File: config.mk
export PLATFORM = sky130hd
export DESIGN_NAME = wsg_back
export DESIGN_NICKNAME = d
export VERILOG_FILES = /design/src/wsg_pkg.sv /design/src/wsg_back.sv
export SDC_FILE = /design/constraint.sdc
export NUM_CORES = 2
export LEC_CHECK = 0
export ABC_AREA = 1
export BUFFER_PORTS_ARGS = -buffer_cell sky130_fd_sc_hd__buf_2
export CORE_MARGIN = 2
export CORE_UTILIZATION = 66
export DETAILED_ROUTE_END_ITERATION = 6
export PLACE_DENSITY_LB_ADDON = 0.1
export SYNTH_ARGS = -nofsm -noshare
export SYNTH_HDL_FRONTEND = slang
export SYNTH_SLANG_ARGS = --single-unit
export TNS_END_PERCENT = 10
File: constraint.sdc
create_clock -name clk_i -period 14.6 [get_ports clk_i]
set_input_delay 1.46 -clock clk_i [delete_from_list [all_inputs] [get_ports clk_i]]
set_output_delay 1.46 -clock clk_i [all_outputs]
set_load 0.01 [all_outputs]
File: src/wsg_pkg.sv
// Shared types, constants and CORDIC angle table for the waveform sample generator.
// No dependencies; every other file refers to it by scoped names.
package wsg_pkg;

  localparam int unsigned AngleW  = 25;
  localparam int unsigned SampleW = 24;
  localparam int unsigned WordW   = 16;
  localparam int unsigned KindW   = 3;
  localparam int unsigned CfgIdxW = 4;
  localparam int unsigned ThetaW  = 41;  // frequency * angle, Q18.22
  localparam int unsigned FracW   = 22;  // fraction bits of theta
  localparam int unsigned ProdW   = 32;  // amplitude * gain, Q16.16
  localparam int unsigned PhaseW  = 32;  // unsigned fraction of a turn
  localparam int unsigned XyW     = 33;
  localparam int unsigned ZW      = 32;
  localparam int unsigned MaxStages = 24;

  // round(2^32 / (2*pi)), 30 bits
  localparam logic [29:0] InvTwoPi = 30'd683565276;
  // 0.6072529350 in Q30
  localparam logic signed [XyW-1:0] CordicX0 = 33'sd652032874;

  typedef enum logic [KindW-1:0] {
    KIND_SINE   = 3'd0,
    KIND_COSINE = 3'd1,
    KIND_SQUARE = 3'd2,
    KIND_DC     = 3'd3,
    KIND_PULSE  = 3'd4
  } wsg_kind_e;

  typedef enum logic [CfgIdxW-1:0] {
    REG_WAVE_KIND = 4'd0,
    REG_AMPLITUDE = 4'd1,
    REG_FREQUENCY = 4'd2,
    REG_GAIN      = 4'd3
  } wsg_reg_e;

  // How the final sample is formed
  typedef enum logic [1:0] {
    SEL_TRIG = 2'd0,
    SEL_POS  = 2'd1,
    SEL_NEG  = 2'd2,
    SEL_ZERO = 2'd3
  } wsg_sel_e;

  typedef struct packed {
    wsg_sel_e                 sel;
    logic                     want_cos;
    logic                     neg;
    logic signed [ProdW-1:0]  prod;
  } wsg_side_t;

  typedef struct packed {
    logic signed [XyW-1:0] x;
    logic signed [XyW-1:0] y;
    logic signed [ZW-1:0]  z;
  } wsg_rot_t;

  // atan(2^-i) in Q32 turns
  localparam logic signed [ZW-1:0] AtanTurns [MaxStages] = '{
    32'sd536870912, 32'sd316933406, 32'sd167458907, 32'sd85004756,
    32'sd42667331,  32'sd21354465,  32'sd10679838,  32'sd5340245,
    32'sd2670163,   32'sd1335087,   32'sd667544,    32'sd333772,
    32'sd166886,    32'sd83443,     32'sd41722,     32'sd20861,
    32'sd10430,     32'sd5215,      32'sd2608,      32'sd1304,
    32'sd652,       32'sd326,       32'sd163,       32'sd81
  };

endpackage

File: src/wsg_back.sv
// Back end: pick sine or cosine, scale by amplitude times gain, select the
// waveform value and saturate into the output register. Depends on wsg_pkg.
module wsg_back (
  input  logic                                clk_i,
  input  logic                                rst_ni,
  input  logic                                en_i,
  input  logic                                valid_i,
  input  wsg_pkg::wsg_rot_t                   rot_i,
  input  wsg_pkg::wsg_side_t                  side_i,
  output logic                                valid_o,
  output logic signed [wsg_pkg::SampleW-1:0]  sample_o
);

  localparam int unsigned XyW   = wsg_pkg::XyW;
  localparam int unsigned ProdW = wsg_pkg::ProdW;
  localparam int unsigned MulW  = ProdW + XyW;
  localparam int unsigned SW    = MulW - 38 + 1;
  localparam logic signed [SW-1:0] SatMax = SW'(24'sh7FFFFF);
  localparam logic signed [SW-1:0] SatMin = -SatMax - SW'(1);

  logic                     v1_q, v2_q, v3_q;
  logic signed [XyW-1:0]    w_sel, w_d, w1_q;
  wsg_pkg::wsg_sel_e        sel1_q, sel2_q;
  logic signed [ProdW-1:0]  prod1_q, prod2_q;
  logic signed [MulW-1:0]   mul_q;
  logic signed [ProdW:0]    prod_neg;
  logic signed [SW-1:0]     s_d;
  logic signed [wsg_pkg::SampleW-1:0] sample_q;

  assign w_sel = side_i.want_cos ? rot_i.x : rot_i.y;
  assign w_d   = side_i.neg ? -w_sel : w_sel;

  assign prod_neg = -((ProdW+1)'(prod2_q));

  always_comb begin
    case (sel2_q)
      wsg_pkg::SEL_TRIG: s_d = SW'($signed(mul_q[MulW-1:38]));
      wsg_pkg::SEL_POS:  s_d = SW'($signed(prod2_q[ProdW-1:8]));
      wsg_pkg::SEL_NEG:  s_d = SW'($signed(prod_neg[ProdW:8]));
      default:           s_d = '0;
    endcase
  end

  always_ff @(posedge clk_i or negedge rst_ni) begin
    if (!rst_ni) begin
      v1_q <= 1'b0;
      v2_q <= 1'b0;
      v3_q <= 1'b0;
    end else if (en_i) begin
      v1_q <= valid_i;
      v2_q <= v1_q;
      v3_q <= v2_q;
    end
  end

  always_ff @(posedge clk_i) begin
    if (en_i) begin
      w1_q    <= w_d;
      sel1_q  <= side_i.sel;
      prod1_q <= side_i.prod;

      mul_q   <= MulW'(prod1_q) * MulW'(w1_q);
      sel2_q  <= sel1_q;
      prod2_q <= prod1_q;

      if (s_d > SatMax) begin
        sample_q <= wsg_pkg::SampleW'(SatMax);
      end else if (s_d < SatMin) begin
        sample_q <= wsg_pkg::SampleW'(SatMin);
      end else begin
        sample_q <= wsg_pkg::SampleW'(s_d);
      end
    end
  end

  assign valid_o  = v3_q;
  assign sample_o = sample_q;

endmodule
; ---- Word-level counts from Yosys, hierarchy flattened
; Cells that the tools add are included.
; W data, S select, Z words.
[word_totals]
wordCells = 22
ff_bits = 193
[classes]
add_sub_neg = 2
n_reduce_logical = 1
order_cmp = 2
eq_ne = 2
muxes = 4
n_mul = 1
[op_table]
columns = cell, count
row1 = $pmux W28 S3, 1
row2 = $mux W33, 2
row3 = $mul A32 B33 Y65, 1
row4 = $neg A32 Y33, 1
row5 = $neg A33 Y33, 1
row6 = $gt A28 B24 Y1 const B, 1
row7 = $lt A28 B24 Y1 const B, 1
row8 = $mux W24, 1
row9 = $eq A2 B1 Y1 const B, 1
row10 = $eq A2 B2 Y1 const B, 1
row11 = $logic_not A2 Y1, 1

; ---- Longest topological paths before layout
[logic_depth]
ltp_word = 4
mapped_depth = 32
mapped_depth_nobuf = 30

; ---- Worst setup path after synthesis
; No wires, ideal clock.
[synth_timing]
path_type = register -> register
start = register w1_q[32]
end = register mul_q[55] (data pin)
arrival_time_ps = 7076
setup_time_ps = 252
n_path_buf = 1
required_ps = 14348
synth_period_minus_slack_ps = 7329
stages_incl_launch_ff = 27
slack_ps = 7271
cell_sequence = edfxtp_1 > clkbuf_1 > nand2_1 > inv_1 > fa_1 > inv_1 > fa_1 > inv_1 > fa_1 > fa_1 > inv_1 > fa_1 > inv_1 > fa_1 > inv_1 > fa_1 > fa_1 > inv_1 > ha_1 > a21oi_1 > a21boi_0 > o21ai_0 > o21bai_1 > nor2_1 > nand2_1 > nand2_1 > nand2_1
[synth_via]
elab_chain_cells = 1
[synth_rtl]
columns = item, line
row1 = from (decl), wsg_back.sv:22  ; logic signed [XyW-1:0] w_sel, w_d, w1_q;
row2 = from (signal assigned), wsg_back.sv:58  ; w1_q <= w_d;
row3 = $mul A32 B33 Y65, wsg_back.sv:62  ; mul_q <= MulW'(prod1_q) * MulW'(w1_q);
row4 = to (signal assigned), wsg_back.sv:62
row5 = to (decl), wsg_back.sv:25  ; logic signed [MulW-1:0] mul_q;
; Every way passes these cells.
; A chain may end at the register's enable or synchronous reset.

; ---- Final worst setup path
; Same ends and word-level chain as after synthesis.

==> out/results.ini <==
[route]
drtIter0Drc = 2967
routed_via_density = 5.305
ant_nets = 0
first_pass_iters = 5
route.detailed.drc = 0
routed_wl_mm = 126.0
vias = 36190
wl_per_cell_um = 18.48

[flow_run]
drv_cap = 0

[timing]
slew_headroom = 0.3091
hold_slack_ns = 0.4355
drv_slew = 0
min_period_ns = 8.545
setup_viol = 0
worst_pin_slew_ns = 1.036
rsz0062_at_grt = no
setup_tns_ns = 0
maxClockFrequency_mhz = 117.0
hold_viol = 0
fin_crit_sh = 0.5853
skew_ns = 0.02496

[yosys]
synth_ff_type = edfxtp_1
ys_ff_latch = 155
yosys.area.top_type = fa_1
synth_area_per_cell_um2 = 7.949
seq_area_frac_synth = 0.09913
synth_edf_count = 152
synth_cell_types = 43
synth_area_leaders = fa_1, inv_1, nand2_1
postSynthCellCount = 5888
syn_nets = 7320
synth_most_common_cell = inv_1
synth_area_um2 = 46800
yosysTopAreaCellShare = 0.4752
async_flop_share = 0.01935
synth_common_cells = inv_1, nand2_1, fa_1
yosysWarnings = 0

[worst_setup_path]
cp_data_required_time_ns = 14.82
startpoint = w1_q[32]
start_kind = register
worstRegToRegCells = 27
arrival_ns = 8.76
crit_path_end_kind = register
path_class = register to register
cp_max_fo = 32
timing.rr.start = w1_q[32]

[global_route]
antenna_found_initial = 3
track_usage = 0.3693
grt_first_pass_wirelength_mm = 207.5
grt_pass1_vias = 38900
grt_max_degree = 88
overflow = 0

[die]
placementRows = 97
die_h_um = 270.3
die_x_um = 270.3
initial_utilization = 0.6672
ios = 163
die-area_um2 = 73060
core-area_um2 = 70150

[clocking]
htree_levels = 4
path_clk_slew_ns = 0.09
post_cts_buffers = 0
cts_sinks = 155
ctsResizeCount = 0
clockBufferDepth = 2
clk_latency_ns = 0.49
cts_tree = built
cts_made_buffers = 17
clockRootBuffer = clkbuf_16
cts-hold-fix-buffers = 0

[worst_hold_path]
holdCritPathClass = register to register
min_delay_path_depth = 0
hold_start = sel1_q[0]

[place]
place_hpwl_mm = 100.3
dpl_cell_area_um2 = 48210
io_buffers = 130
gp_routability_congestion = 1.005

[run_status]
status = finished, final reports clean

[cells_and_area]
diodes = 0
area_growth_pct = 4.336
fin_util = 0.6961
nNetsFinal = 7300
layout-drive-gt1-share = 0.04965
finalInstanceArea_um2 = 48830

-- per-stage QoR --
step / setup slack [ns] / instances
detailed placement: 6.090 / 6789
global route: 5.644 / 6821
finish: 6.055 / 6821
global placement: 6.142 / 6789
CTS: 6.072 / 6821
floorplan: 7.271 / 5888
-- critical path: stages (launching register included) --
cell	delay, ns
edfxtp_1	0.32
buf_4	0.41
nand2_1	0.23
inv_1	0.14
fa_1	0.46
inv_1	0.17
fa_1	0.43
inv_1	0.21
fa_1	0.50
fa_1	0.93
inv_1	0.50
fa_1	0.61
inv_1	0.06
fa_1	0.52
inv_1	0.05
fa_1	0.47
inv_1	0.05
fa_1	0.45
ha_1	0.44
nand2_1	0.13
nor2_1	0.17
inv_1	0.08
nor2_1	0.25
nand2_1	0.12
a21oi_1	0.25
nor2_1	0.11
nand3_1	0.08
nand2_1	0.09
-- metal layers --
layer	wire length, um	vias to the layer above	share of wire	track usage
li1	-	16380	-	-
met2	59040	1632	0.47	0.5958
met5	27	-	0.00021	0
met1	49570	17900	0.39	0.4937
met3	12500	269	0.099	0.08828
met4	4895	4	0.039	0.1307
-- cells in the final DEF (no fill, tap or decap), types with 2 or more instances in the layout --
cell type  netlist  layout
inv_1         1797    1797
nand2_1       1715    1715
fa_1          1111    1111
nor2_1         246     246
ha_1           183     183
edfxtp_1       152     152
buf_2            4     129
nand3_1        114     114
a21oi_1         86      86
buf_4            0      77
o21ai_0         61      61
o21ai_1         22      22
nor3_1          21      21
nand4_1         21      21
xor2_1          20      20
clkbuf_16        0      17
o21ai_2         16      16
o21bai_1        12      12
or2_2           11      11
xnor2_1          7       7
nor2_2           7       7
clkinv_8         0       6
inv_2            4       4
nand2_2          4       4
o211ai_1         4       4
inv_6            0       4
nor3_2           3       3
clkinv_1         3       3
dfrtp_1          3       3
nor4_1           2       2
and2_1           2       2
nand3_2          2       2
and3_1           2       2
inv_8            0       2
inv_12           0       2
-- sequential cells by signal, indices dropped and copies added (netlist names) --
| name | count |
|---|---|
| v1_q | 1 |
| prod1_q | 32 |
| w1_q | 33 |
| mul_q | 27 |
| sel2_q | 2 |
| sample_o | 24 |
| v2_q | 1 |
| prod2_q | 32 |
| sel1_q | 2 |
| valid_o | 1 |
-- worst paths after layout --
check	to	slack [ns]
max	mul_q[55]	6.06
max reg2reg	mul_q[55]	6.06
max in group asynchronous	valid_o	13.72
min reg2reg	sel2_q[0]	0.44
min	sel2_q[0]	0.44
min in group asynchronous	v1_q	0.77
-- layout make-up --
cell class              instances  area (um^2)
multi-input cells            3682        34380
fillers                      5869        21320
inverters                    1805         6778
flip-flops and latches        155         4639
repair buffers                207         1235
well taps                     940         1176
clock buffers                  17        425.4
clock inverters                15        196.4
-- cell families (layout without fill, tap and decap cells) --
group,Yosys count,count (layout),synth area share
simple gates,2154,2154,0.1806
buf+inv,2051,2044,0.1663
fa+ha+maj,1294,1294,0.5242
mux,1,1,0.0002406
xor+xnor,27,27,0.005053
compound gates,206,206,0.02454
flops,155,155,0.09913
Power is left out: the tool's default activity adds up to more than one toggle a clock period on the data nets, which glitch-free logic cannot reach.
