===== src/wsg_pkg.sv =====
// Shared types, constants and CORDIC angle table for the waveform sample generator.
// No dependencies; every other file refers to it by scoped names.
package wsg_pkg;

  localparam int unsigned AngleW  = 25;
  localparam int unsigned SampleW = 24;
  localparam int unsigned WordW   = 16;
  localparam int unsigned KindW   = 3;
  localparam int unsigned CfgIdxW = 4;
  localparam int unsigned ThetaW  = 41;  // frequency * angle, Q18.22
  localparam int unsigned FracW   = 22;  // fraction bits of theta
  localparam int unsigned ProdW   = 32;  // amplitude * gain, Q16.16
  localparam int unsigned PhaseW  = 32;  // unsigned fraction of a turn
  localparam int unsigned XyW     = 33;
  localparam int unsigned ZW      = 32;
  localparam int unsigned MaxStages = 24;

  // round(2^32 / (2*pi)), 30 bits
  localparam logic [29:0] InvTwoPi = 30'd683565276;
  // 0.6072529350 in Q30
  localparam logic signed [XyW-1:0] CordicX0 = 33'sd652032874;

  typedef enum logic [KindW-1:0] {
    KIND_SINE   = 3'd0,
    KIND_COSINE = 3'd1,
    KIND_SQUARE = 3'd2,
    KIND_DC     = 3'd3,
    KIND_PULSE  = 3'd4
  } wsg_kind_e;

  typedef enum logic [CfgIdxW-1:0] {
    REG_WAVE_KIND = 4'd0,
    REG_AMPLITUDE = 4'd1,
    REG_FREQUENCY = 4'd2,
    REG_GAIN      = 4'd3
  } wsg_reg_e;

  // How the final sample is formed
  typedef enum logic [1:0] {
    SEL_TRIG = 2'd0,
    SEL_POS  = 2'd1,
    SEL_NEG  = 2'd2,
    SEL_ZERO = 2'd3
  } wsg_sel_e;

  typedef struct packed {
    wsg_sel_e                 sel;
    logic                     want_cos;
    logic                     neg;
    logic signed [ProdW-1:0]  prod;
  } wsg_side_t;

  typedef struct packed {
    logic signed [XyW-1:0] x;
    logic signed [XyW-1:0] y;
    logic signed [ZW-1:0]  z;
  } wsg_rot_t;

  // atan(2^-i) in Q32 turns
  localparam logic signed [ZW-1:0] AtanTurns [MaxStages] = '{
    32'sd536870912, 32'sd316933406, 32'sd167458907, 32'sd85004756,
    32'sd42667331,  32'sd21354465,  32'sd10679838,  32'sd5340245,
    32'sd2670163,   32'sd1335087,   32'sd667544,    32'sd333772,
    32'sd166886,    32'sd83443,     32'sd41722,     32'sd20861,
    32'sd10430,     32'sd5215,      32'sd2608,      32'sd1304,
    32'sd652,       32'sd326,       32'sd163,       32'sd81
  };

endpackage


===== src/wsg_front.sv =====
// Front end: angle and scale products, phase reduction, quadrant fold and
// square/pulse decision. Depends on wsg_pkg.
module wsg_front #(
  parameter int unsigned PULSE_PERIOD = 8,
  parameter int unsigned PULSE_HIGH   = 7
) (
  input  logic                                  clk_i,
  input  logic                                  rst_ni,
  input  logic                                  en_i,
  input  logic                                  valid_i,
  input  logic signed [wsg_pkg::AngleW-1:0]     angle_i,
  input  wsg_pkg::wsg_kind_e                    kind_i,
  input  logic signed [wsg_pkg::WordW-1:0]      amplitude_i,
  input  logic        [wsg_pkg::WordW-1:0]      frequency_i,
  input  logic        [wsg_pkg::WordW-1:0]      gain_i,
  output logic                                  valid_o,
  output wsg_pkg::wsg_rot_t                     rot_o,
  output wsg_pkg::wsg_side_t                    side_o
);

  localparam int unsigned ThetaW = wsg_pkg::ThetaW;
  localparam int unsigned ProdW  = wsg_pkg::ProdW;
  localparam int unsigned NW     = ThetaW - wsg_pkg::FracW;
  localparam int unsigned LoW    = 24;
  localparam int unsigned HiW    = ThetaW - LoW;
  localparam int unsigned PloW   = LoW + 30;
  localparam int unsigned PhiW   = HiW + 30;
  localparam int unsigned RecipShift = NW + 5;
  localparam int unsigned RecipW     = RecipShift;
  localparam logic [RecipW-1:0] Recip =
    RecipW'(((64'd1 << RecipShift) + 64'(PULSE_PERIOD) - 64'd1) / 64'(PULSE_PERIOD));
  localparam int unsigned NmW = NW + RecipW;
  localparam logic signed [wsg_pkg::ZW:0] QuarterTurn = 33'sd1073741824;
  localparam logic signed [wsg_pkg::ZW:0] HalfTurn    = 33'sd2147483648;

  // stage 1
  logic                     v1_q, v2_q, v3_q, v4_q;
  logic signed [ThetaW:0]   theta_full;
  logic signed [ProdW:0]    prod_full;
  logic signed [ThetaW-1:0] theta1_q;
  logic signed [ProdW-1:0]  prod1_q, prod2_q, prod3_q;
  wsg_pkg::wsg_kind_e       kind1_q, kind2_q, kind3_q;

  assign theta_full = (ThetaW+1)'($signed({1'b0, frequency_i})) * (ThetaW+1)'(angle_i);
  assign prod_full  = (ProdW+1)'(amplitude_i) * (ProdW+1)'($signed({1'b0, gain_i}));

  // stage 2
  logic        [LoW-1:0]    theta_lo;
  logic signed [HiW-1:0]    theta_hi;
  logic        [ThetaW-1:0] theta_abs;
  logic        [PloW-1:0]   plo_q;
  logic signed [PhiW-1:0]   phi_q;
  logic        [NW-1:0]     n2_q, n3_q;
  logic                     pos2_q, neg2_q, pos3_q, neg3_q;

  assign theta_lo  = theta1_q[LoW-1:0];
  assign theta_hi  = $signed(theta1_q[ThetaW-1:LoW]);
  assign theta_abs = theta1_q[ThetaW-1] ? ThetaW'(-theta1_q) : ThetaW'(theta1_q);

  // stage 3
  logic [PloW-1:0]             phase_sum;
  logic [wsg_pkg::PhaseW-1:0]  phase3_q;
  logic [NmW-1:0]              nm_q;

  assign phase_sum = plo_q + {phi_q[PloW-LoW-1:0], {LoW{1'b0}}};

  // stage 4
  logic [NW-1:0]                  quot;
  logic [NW-1:0]                  rem_raw, rem_fix;
  logic                           pulse_on;
  logic signed [wsg_pkg::ZW:0]    z_raw, z_fold;
  logic                           fold_neg;
  wsg_pkg::wsg_side_t             side_d;

  assign quot     = nm_q[NmW-1:RecipShift];
  assign rem_raw  = n3_q - NW'(quot * PULSE_PERIOD);
  assign rem_fix  = (rem_raw >= NW'(PULSE_PERIOD)) ? rem_raw - NW'(PULSE_PERIOD) : rem_raw;
  assign pulse_on = rem_fix < NW'(PULSE_HIGH);

  always_comb begin
    z_raw    = (wsg_pkg::ZW+1)'($signed(phase3_q));
    z_fold   = z_raw;
    fold_neg = 1'b0;
    if (z_raw > QuarterTurn) begin
      z_fold   = z_raw - HalfTurn;
      fold_neg = 1'b1;
    end else if (z_raw < -QuarterTurn) begin
      z_fold   = z_raw + HalfTurn;
      fold_neg = 1'b1;
    end
  end

  always_comb begin
    side_d.prod     = prod3_q;
    side_d.neg      = fold_neg;
    side_d.want_cos = 1'b0;
    side_d.sel      = wsg_pkg::SEL_ZERO;
    case (kind3_q)
      wsg_pkg::KIND_SINE: side_d.sel = wsg_pkg::SEL_TRIG;
      wsg_pkg::KIND_COSINE: begin
        side_d.sel      = wsg_pkg::SEL_TRIG;
        side_d.want_cos = 1'b1;
      end
      wsg_pkg::KIND_SQUARE:
        side_d.sel = (pos3_q && n3_q[0]) ? wsg_pkg::SEL_POS : wsg_pkg::SEL_NEG;
      wsg_pkg::KIND_DC: side_d.sel = wsg_pkg::SEL_POS;
      wsg_pkg::KIND_PULSE:
        side_d.sel = (neg3_q || pulse_on) ? wsg_pkg::SEL_POS : wsg_pkg::SEL_ZERO;
      default: side_d.sel = wsg_pkg::SEL_ZERO;
    endcase
  end

  always_ff @(posedge clk_i or negedge rst_ni) begin
    if (!rst_ni) begin
      v1_q <= 1'b0;
      v2_q <= 1'b0;
      v3_q <= 1'b0;
      v4_q <= 1'b0;
    end else if (en_i) begin
      v1_q <= valid_i;
      v2_q <= v1_q;
      v3_q <= v2_q;
      v4_q <= v3_q;
    end
  end

  always_ff @(posedge clk_i) begin
    if (en_i) begin
      theta1_q <= $signed(theta_full[ThetaW-1:0]);
      prod1_q  <= $signed(prod_full[ProdW-1:0]);
      kind1_q  <= kind_i;

      plo_q    <= PloW'(theta_lo) * PloW'(wsg_pkg::InvTwoPi);
      phi_q    <= PhiW'(theta_hi) * PhiW'($signed({1'b0, wsg_pkg::InvTwoPi}));
      n2_q     <= theta_abs[ThetaW-1:wsg_pkg::FracW];
      pos2_q   <= !theta1_q[ThetaW-1] && (theta1_q != '0);
      neg2_q   <= theta1_q[ThetaW-1];
      prod2_q  <= prod1_q;
      kind2_q  <= kind1_q;

      phase3_q <= phase_sum[PloW-1:wsg_pkg::FracW];
      nm_q     <= NmW'(n2_q) * NmW'(Recip);
      n3_q     <= n2_q;
      pos3_q   <= pos2_q;
      neg3_q   <= neg2_q;
      prod3_q  <= prod2_q;
      kind3_q  <= kind2_q;

      rot_o.x  <= wsg_pkg::CordicX0;
      rot_o.y  <= '0;
      rot_o.z  <= $signed(z_fold[wsg_pkg::ZW-1:0]);
      side_o   <= side_d;
    end
  end

  assign valid_o = v4_q;

endmodule


===== config.mk =====
export PLATFORM = sky130hd
export DESIGN_NAME = wsg_front
export DESIGN_NICKNAME = d
export VERILOG_FILES = /design/src/wsg_pkg.sv /design/src/wsg_front.sv
export SDC_FILE = /design/constraint.sdc
export NUM_CORES = 2
export LEC_CHECK = 0
export ABC_AREA = 1
export CAP_MARGIN = 20
export CORE_MARGIN = 4
export CORE_UTILIZATION = 50
export DETAILED_ROUTE_END_ITERATION = 12
export DONT_BUFFER_PORTS = 1
export PLACE_DENSITY = 0.68
export SYNTH_ARGS = -nofsm -noshare
export SYNTH_HDL_FRONTEND = slang
export SYNTH_SLANG_ARGS = --single-unit

===== constraint.sdc =====
create_clock -name clk_i -period 5.52 [get_ports clk_i]
set_clock_uncertainty 0.1 [all_clocks]
set_input_delay 0.276 -clock clk_i [delete_from_list [all_inputs] [get_ports clk_i]]
set_output_delay 0.276 -clock clk_i [all_outputs]
set_load 0.005 [all_outputs]

[Yosys cells after proc, flatten, opt, wreduce, memory -nomap -nowiden]
Index checks and enable logic that the tools add are counted.
Storage, ports and cells
  register bits: 372
  output and inout port bits: 135
  word-level logic and storage cells: 60
Cells by class
  add/subtract/negate cells: 6
  multiply operators: 4
  order comparisons: 4
  eq/ne operators: 4
  muxes and demuxes: 9
  reductions and logical operators: 7
Operators with widths (number)
  32-bit two-way mux: 2
  54-bit adder: 1
  24-bit by 28-bit multiplier with 52-bit output (second input constant): 1
  17-bit by 25-bit multiplier with 41-bit output: 1
  41-bit negator: 1
  41-bit nonzero test: 1
  40-bit two-way mux: 1
  32-bit adder (second input constant): 1
  32-bit > comparator (second input constant): 1
  32-bit by 31-bit < comparator with 1-bit output (second input constant): 1
  16-bit by 17-bit multiplier with 32-bit output: 1
  32-bit subtractor (second input constant): 1
  17-bit by 29-bit multiplier with 28-bit output (second input constant): 1
  19-bit by 4-bit >= comparator with 1-bit output (second input constant): 1
  19-bit by 3-bit < comparator with 1-bit output (second input constant): 1
  19-bit two-way mux: 1
  19-bit subtractor: 1
  19-bit by 4-bit subtractor with 19-bit output (second input constant): 1
  2-bit one-hot mux with 4 select lines: 1
  3-bit by 2-bit == test with 1-bit output (second input constant): 2
  2-bit two-way mux: 2
  3-bit by 1-bit == test with 1-bit output (second input constant): 1
  3-bit == test (second input constant): 1
  3-bit zero test: 1
  other kinds (5): 7

[Longest topological paths before layout]
  word-level depth: 7
  gate-level depth with buffers: 27

[Worst setup path before layout]
Ideal clock, no wire load.
  kind: reg-to-reg
  from: register theta1_q[12]
  to: register plo_q[50], data pin
  setup time: 253 ps
  data arrival time: 5462 ps
  path slack: -295 ps
  cell stages (with the launch flop): 22
  period minus slack after synthesis: 5815 ps
  cell sequence: edfxtp_1 -> fa_1 -> inv_1 -> fa_1 -> fa_1 -> inv_1 -> fa_1 -> inv_1 -> fa_1 -> inv_1 -> fa_1 -> inv_1 -> fa_1 -> inv_1 -> ha_1 -> nand2_1 -> nor2_1 -> nand2_1 -> nor4_1 -> nand2_1 -> nand4_1 -> nand2_1
On the way
  word-level cells in the longest chain between the ends: 1
RTL lines
  from (decl): line wsg_front.sv:40  | logic signed [ThetaW-1:0] theta1_q;
  from (signal assigned): line wsg_front.sv:129  | theta1_q <= $signed(theta_full[ThetaW-1:0]);
  24-bit by 28-bit multiplier with 52-bit output: line wsg_front.sv:133  | plo_q <= PloW'(theta_lo) * PloW'(wsg_pkg::InvTwoPi);
  to (signal assigned): line wsg_front.sv:133
  to (decl): line wsg_front.sv:51  | logic [PloW-1:0] plo_q;
No other way between the ends.
A chain may end at the register's enable or synchronous reset.

[Worst setup path after layout]
  from: register theta1_q[5]
  to: register plo_q[51], data pin
Same word-level chain as after synthesis.

==> results.md <==
- Status: complete, but fails checks
- Failing checks: hold timing, setup timing
- CTS tree: built
- R2R setup slack: -0.32 ns
- Worst hold path type: primary input to register
- Vias: 40620
- Area delta synth->final: 11.96%
- Clock latency on the worst-skew pair: 0.57 ns
- Final min period: 5.836 ns
- Initial antenna violation count: 2
- Final setup vio count: 31
- CP Launch Type: register
- CTS Hold Buffers Added: 22
- Fin area: 61610 um2
- Die Ht: 339.8 um
- WL/cell: 18.40 um
- Die area: 115400 um2
- Xor/xnor cell area share of the yosys netlist: 2.053%
- Post-layout nets: 8249
- Maximum clock rate: 171.4 MHz
- Yosys cell types: 41
- Sequential area share after synthesis: 17.42%
- Initial DRC Count: 2291
- CP Data Arrival Time: 6.05 ns
- First-pass GRT wire length: 237000 um
- Slew Viols, Final: 0
- Dpl cells: 7914
- Post-route DRC: 0
- Setup ws final: -0.3156 ns
- Total track usage: 26.05%
- Mean Syn Cell Area: 8.742 um2
- Synth Area in Simple Gates: 13.38%
- Inserted Diodes: 0
- Mux share of post-synthesis cell area: 0%
- Cells after synthesis: 6295
- Syn Std Cell Area: 55030 um2
- Largest net degree at the start of global routing: 325
- GP Congestion: 0.9625
- Class of the most critical setup path: register to register
- Commonest cells after routing, fill and taps aside: 1767 x inv_1, 1203 x nand2_1, 897 x fa_1
- Final Hold Fails: 28
- Synth Register Bits: 320
- Most common cell after layout, fill and taps aside: inv_1
- Slew HR: 42.55%
- CP max FO: 4
- Hpwl dp: 125200 um
- Worst-case clock buffer depth: 3
- Share of layout cells above drive strength 1: 11.69%
- Final Cycle Share: 105.7%
- Drt pass-1 iters: 6
- Standard-cell rows: 121
- IO Pins: 215
- Yosys warns: 0
- Compound-Gate Fraction of Synth Area: 4.136%
- Worst hold slack: -0.2126 ns
- Root Buffer: clkbuf_16
- Die Wd: 339.8 um
- Port bufs: 0
- Layout Cells excl Fill: 8019
- CTS buffer count: 35
- Max Cap Viol: 0
- Grt total ovfl: 0
- Placed cell areas: 58800 um2
- Clk pin slew, worst setup/hold paths: 0.07 ns
- CTS Sinks: 320
- RSZ-0062 raised after global routing: true
- Routed Antenna Nets: 0
- DRT Wirelength: 147600 um
- Core area: 109000 um2
- Worst-margin pin slew: 0.8618 ns
- Fillers: 9742
- Crit. End Element: register
- Combinational family with the most area after synthesis: adder cells
- DR vias/cell: 5.066
- H-tree Lvls: 2
- Post-synthesis adder-cell area fraction: 48.67%
- Starting density of the core: 50.49%
- Worst EP required: 5.74 ns
- Vias in the first global route: 43690
[metal layers]
layer | vias to the layer above | global-route usage (%) | routed length, um
met2 | 1163 | 44.61 | 71250
li1 | 19150 | - | -
met3 | 268 | 3.520 | 8200
met1 | 20040 | 34.48 | 63120
met4 | 4 | 8.196 | 4969
met5 | - | 0 | 27
[state kept, by name, summed over array words and instances, names as in the netlist, 28 cells and up]
signal	count
phi_q	28
prod3_q	32
phase3_q	32
prod2_q	32
prod1_q	32
side_o	36
theta1_q	41
rot_o	32
plo_q	32
[path summary, 6_finish.rpt]
kind | depth (start not counted) | end | from
worst max-delay path | 22 | plo_q[51] | theta1_q[5]
worst min-delay path | 0 | rot_o[31] | en_i
worst max register to register | 22 | plo_q[51] | theta1_q[5]
worst min register to register | 0 | prod2_q[25] | prod1_q[25]
max in group asynchronous | 2 | v2_q | rst_ni
min in group asynchronous | 2 | valid_o | rst_ni
[cells by family after synthesis]
kind of cell | after synthesis
buf+inv | 2035
simple gates | 1815
fa+ha+maj | 1588
compound gates | 406
flops | 320
xor+xnor | 129
other cells | 2
[critical path, stage by stage, from the launching register on]
cell	delay (ns)
edfxtp_1	0.44
fa_2	0.63
inv_2	0.06
fa_2	0.61
fa_1	0.44
fa_1	0.51
inv_2	0.04
fa_1	0.51
inv_2	0.04
fa_2	0.44
fa_1	0.53
inv_2	0.05
ha_4	0.31
buf_6	0.12
nand2_8	0.07
nor2_4	0.13
nand2_2	0.08
inv_2	0.07
nand2_2	0.07
nor2_1	0.10
nand2_1	0.08
nand4_1	0.10
nand2_1	0.06
[per-stage QoR]
stage	setup TNS, ns	worst slack (ns)	utilization (%)
detailed placement	-13.30	-0.4752	53.95
finish	-7.548	-0.3156	56.52
floorplan	-3.256	-0.1754	-
global placement	-9.864	-0.3577	53.94
CTS	-7.619	-0.3250	55.85
global route	-14.13	-0.5363	56.52
[what timing repair did]
item                                    CTS  global route
resized for setup                       181           174
pin swaps                                60            78
endpoints found under the setup margin   34            39
buffers inserted                          7            15
endpoints found under the hold margin   332           226
[cell usage after synthesis, drive strengths merged]
| master | number | area share (%) |
|---|---|---|
| nand3 | 139 | 1.3 |
| o31ai | 4 | 0.055 |
| a31oi | 16 | 0.18 |
| nor2 | 253 | 1.7 |
| conb | 2 | 0.014 |
| xor2 | 84 | 1.3 |
| ha | 667 | 15 |
| inv | 1821 | 12 |
| nor3 | 30 | 0.31 |
| o21ai | 123 | 1.2 |
| or2 | 21 | 0.24 |
| o21bai | 25 | 0.34 |
| nor4 | 16 | 0.23 |
| dfrtp | 4 | 0.18 |
| and2 | 5 | 0.057 |
| nand4 | 51 | 0.58 |
| edfxtp | 316 | 17 |
| a21boi | 11 | 0.16 |
| clkbuf | 148 | 1.0 |
| buf | 66 | 0.90 |
| and3 | 4 | 0.045 |
| a21oi | 194 | 1.8 |
| xnor2 | 45 | 0.72 |
| nand3b | 7 | 0.095 |
| a211oi | 2 | 0.027 |
| a21o | 19 | 0.26 |
| o21a | 5 | 0.068 |
| nand2b | 2 | 0.023 |
| o211ai | 7 | 0.095 |
| nand2 | 1287 | 8.8 |
| fa | 921 | 34 |
[layout make-up]
type                            instances  area, um2  share of cell area (%)
Timing Repair Buffer                  399       3126                   5.073
Inverter                             1821       6848                   11.11
Clock inverter                         22      254.0                  0.4122
Clock buffer                           39      890.9                   1.446
Sequential cell                       320       9589                   15.56
Tap cell                             1414       1769                   2.871
Multi-Input combinational cell       4004      39140                   63.52
Power is not shown: default switching activity piles up to over one toggle a cycle in this logic, so the estimate is an artifact.
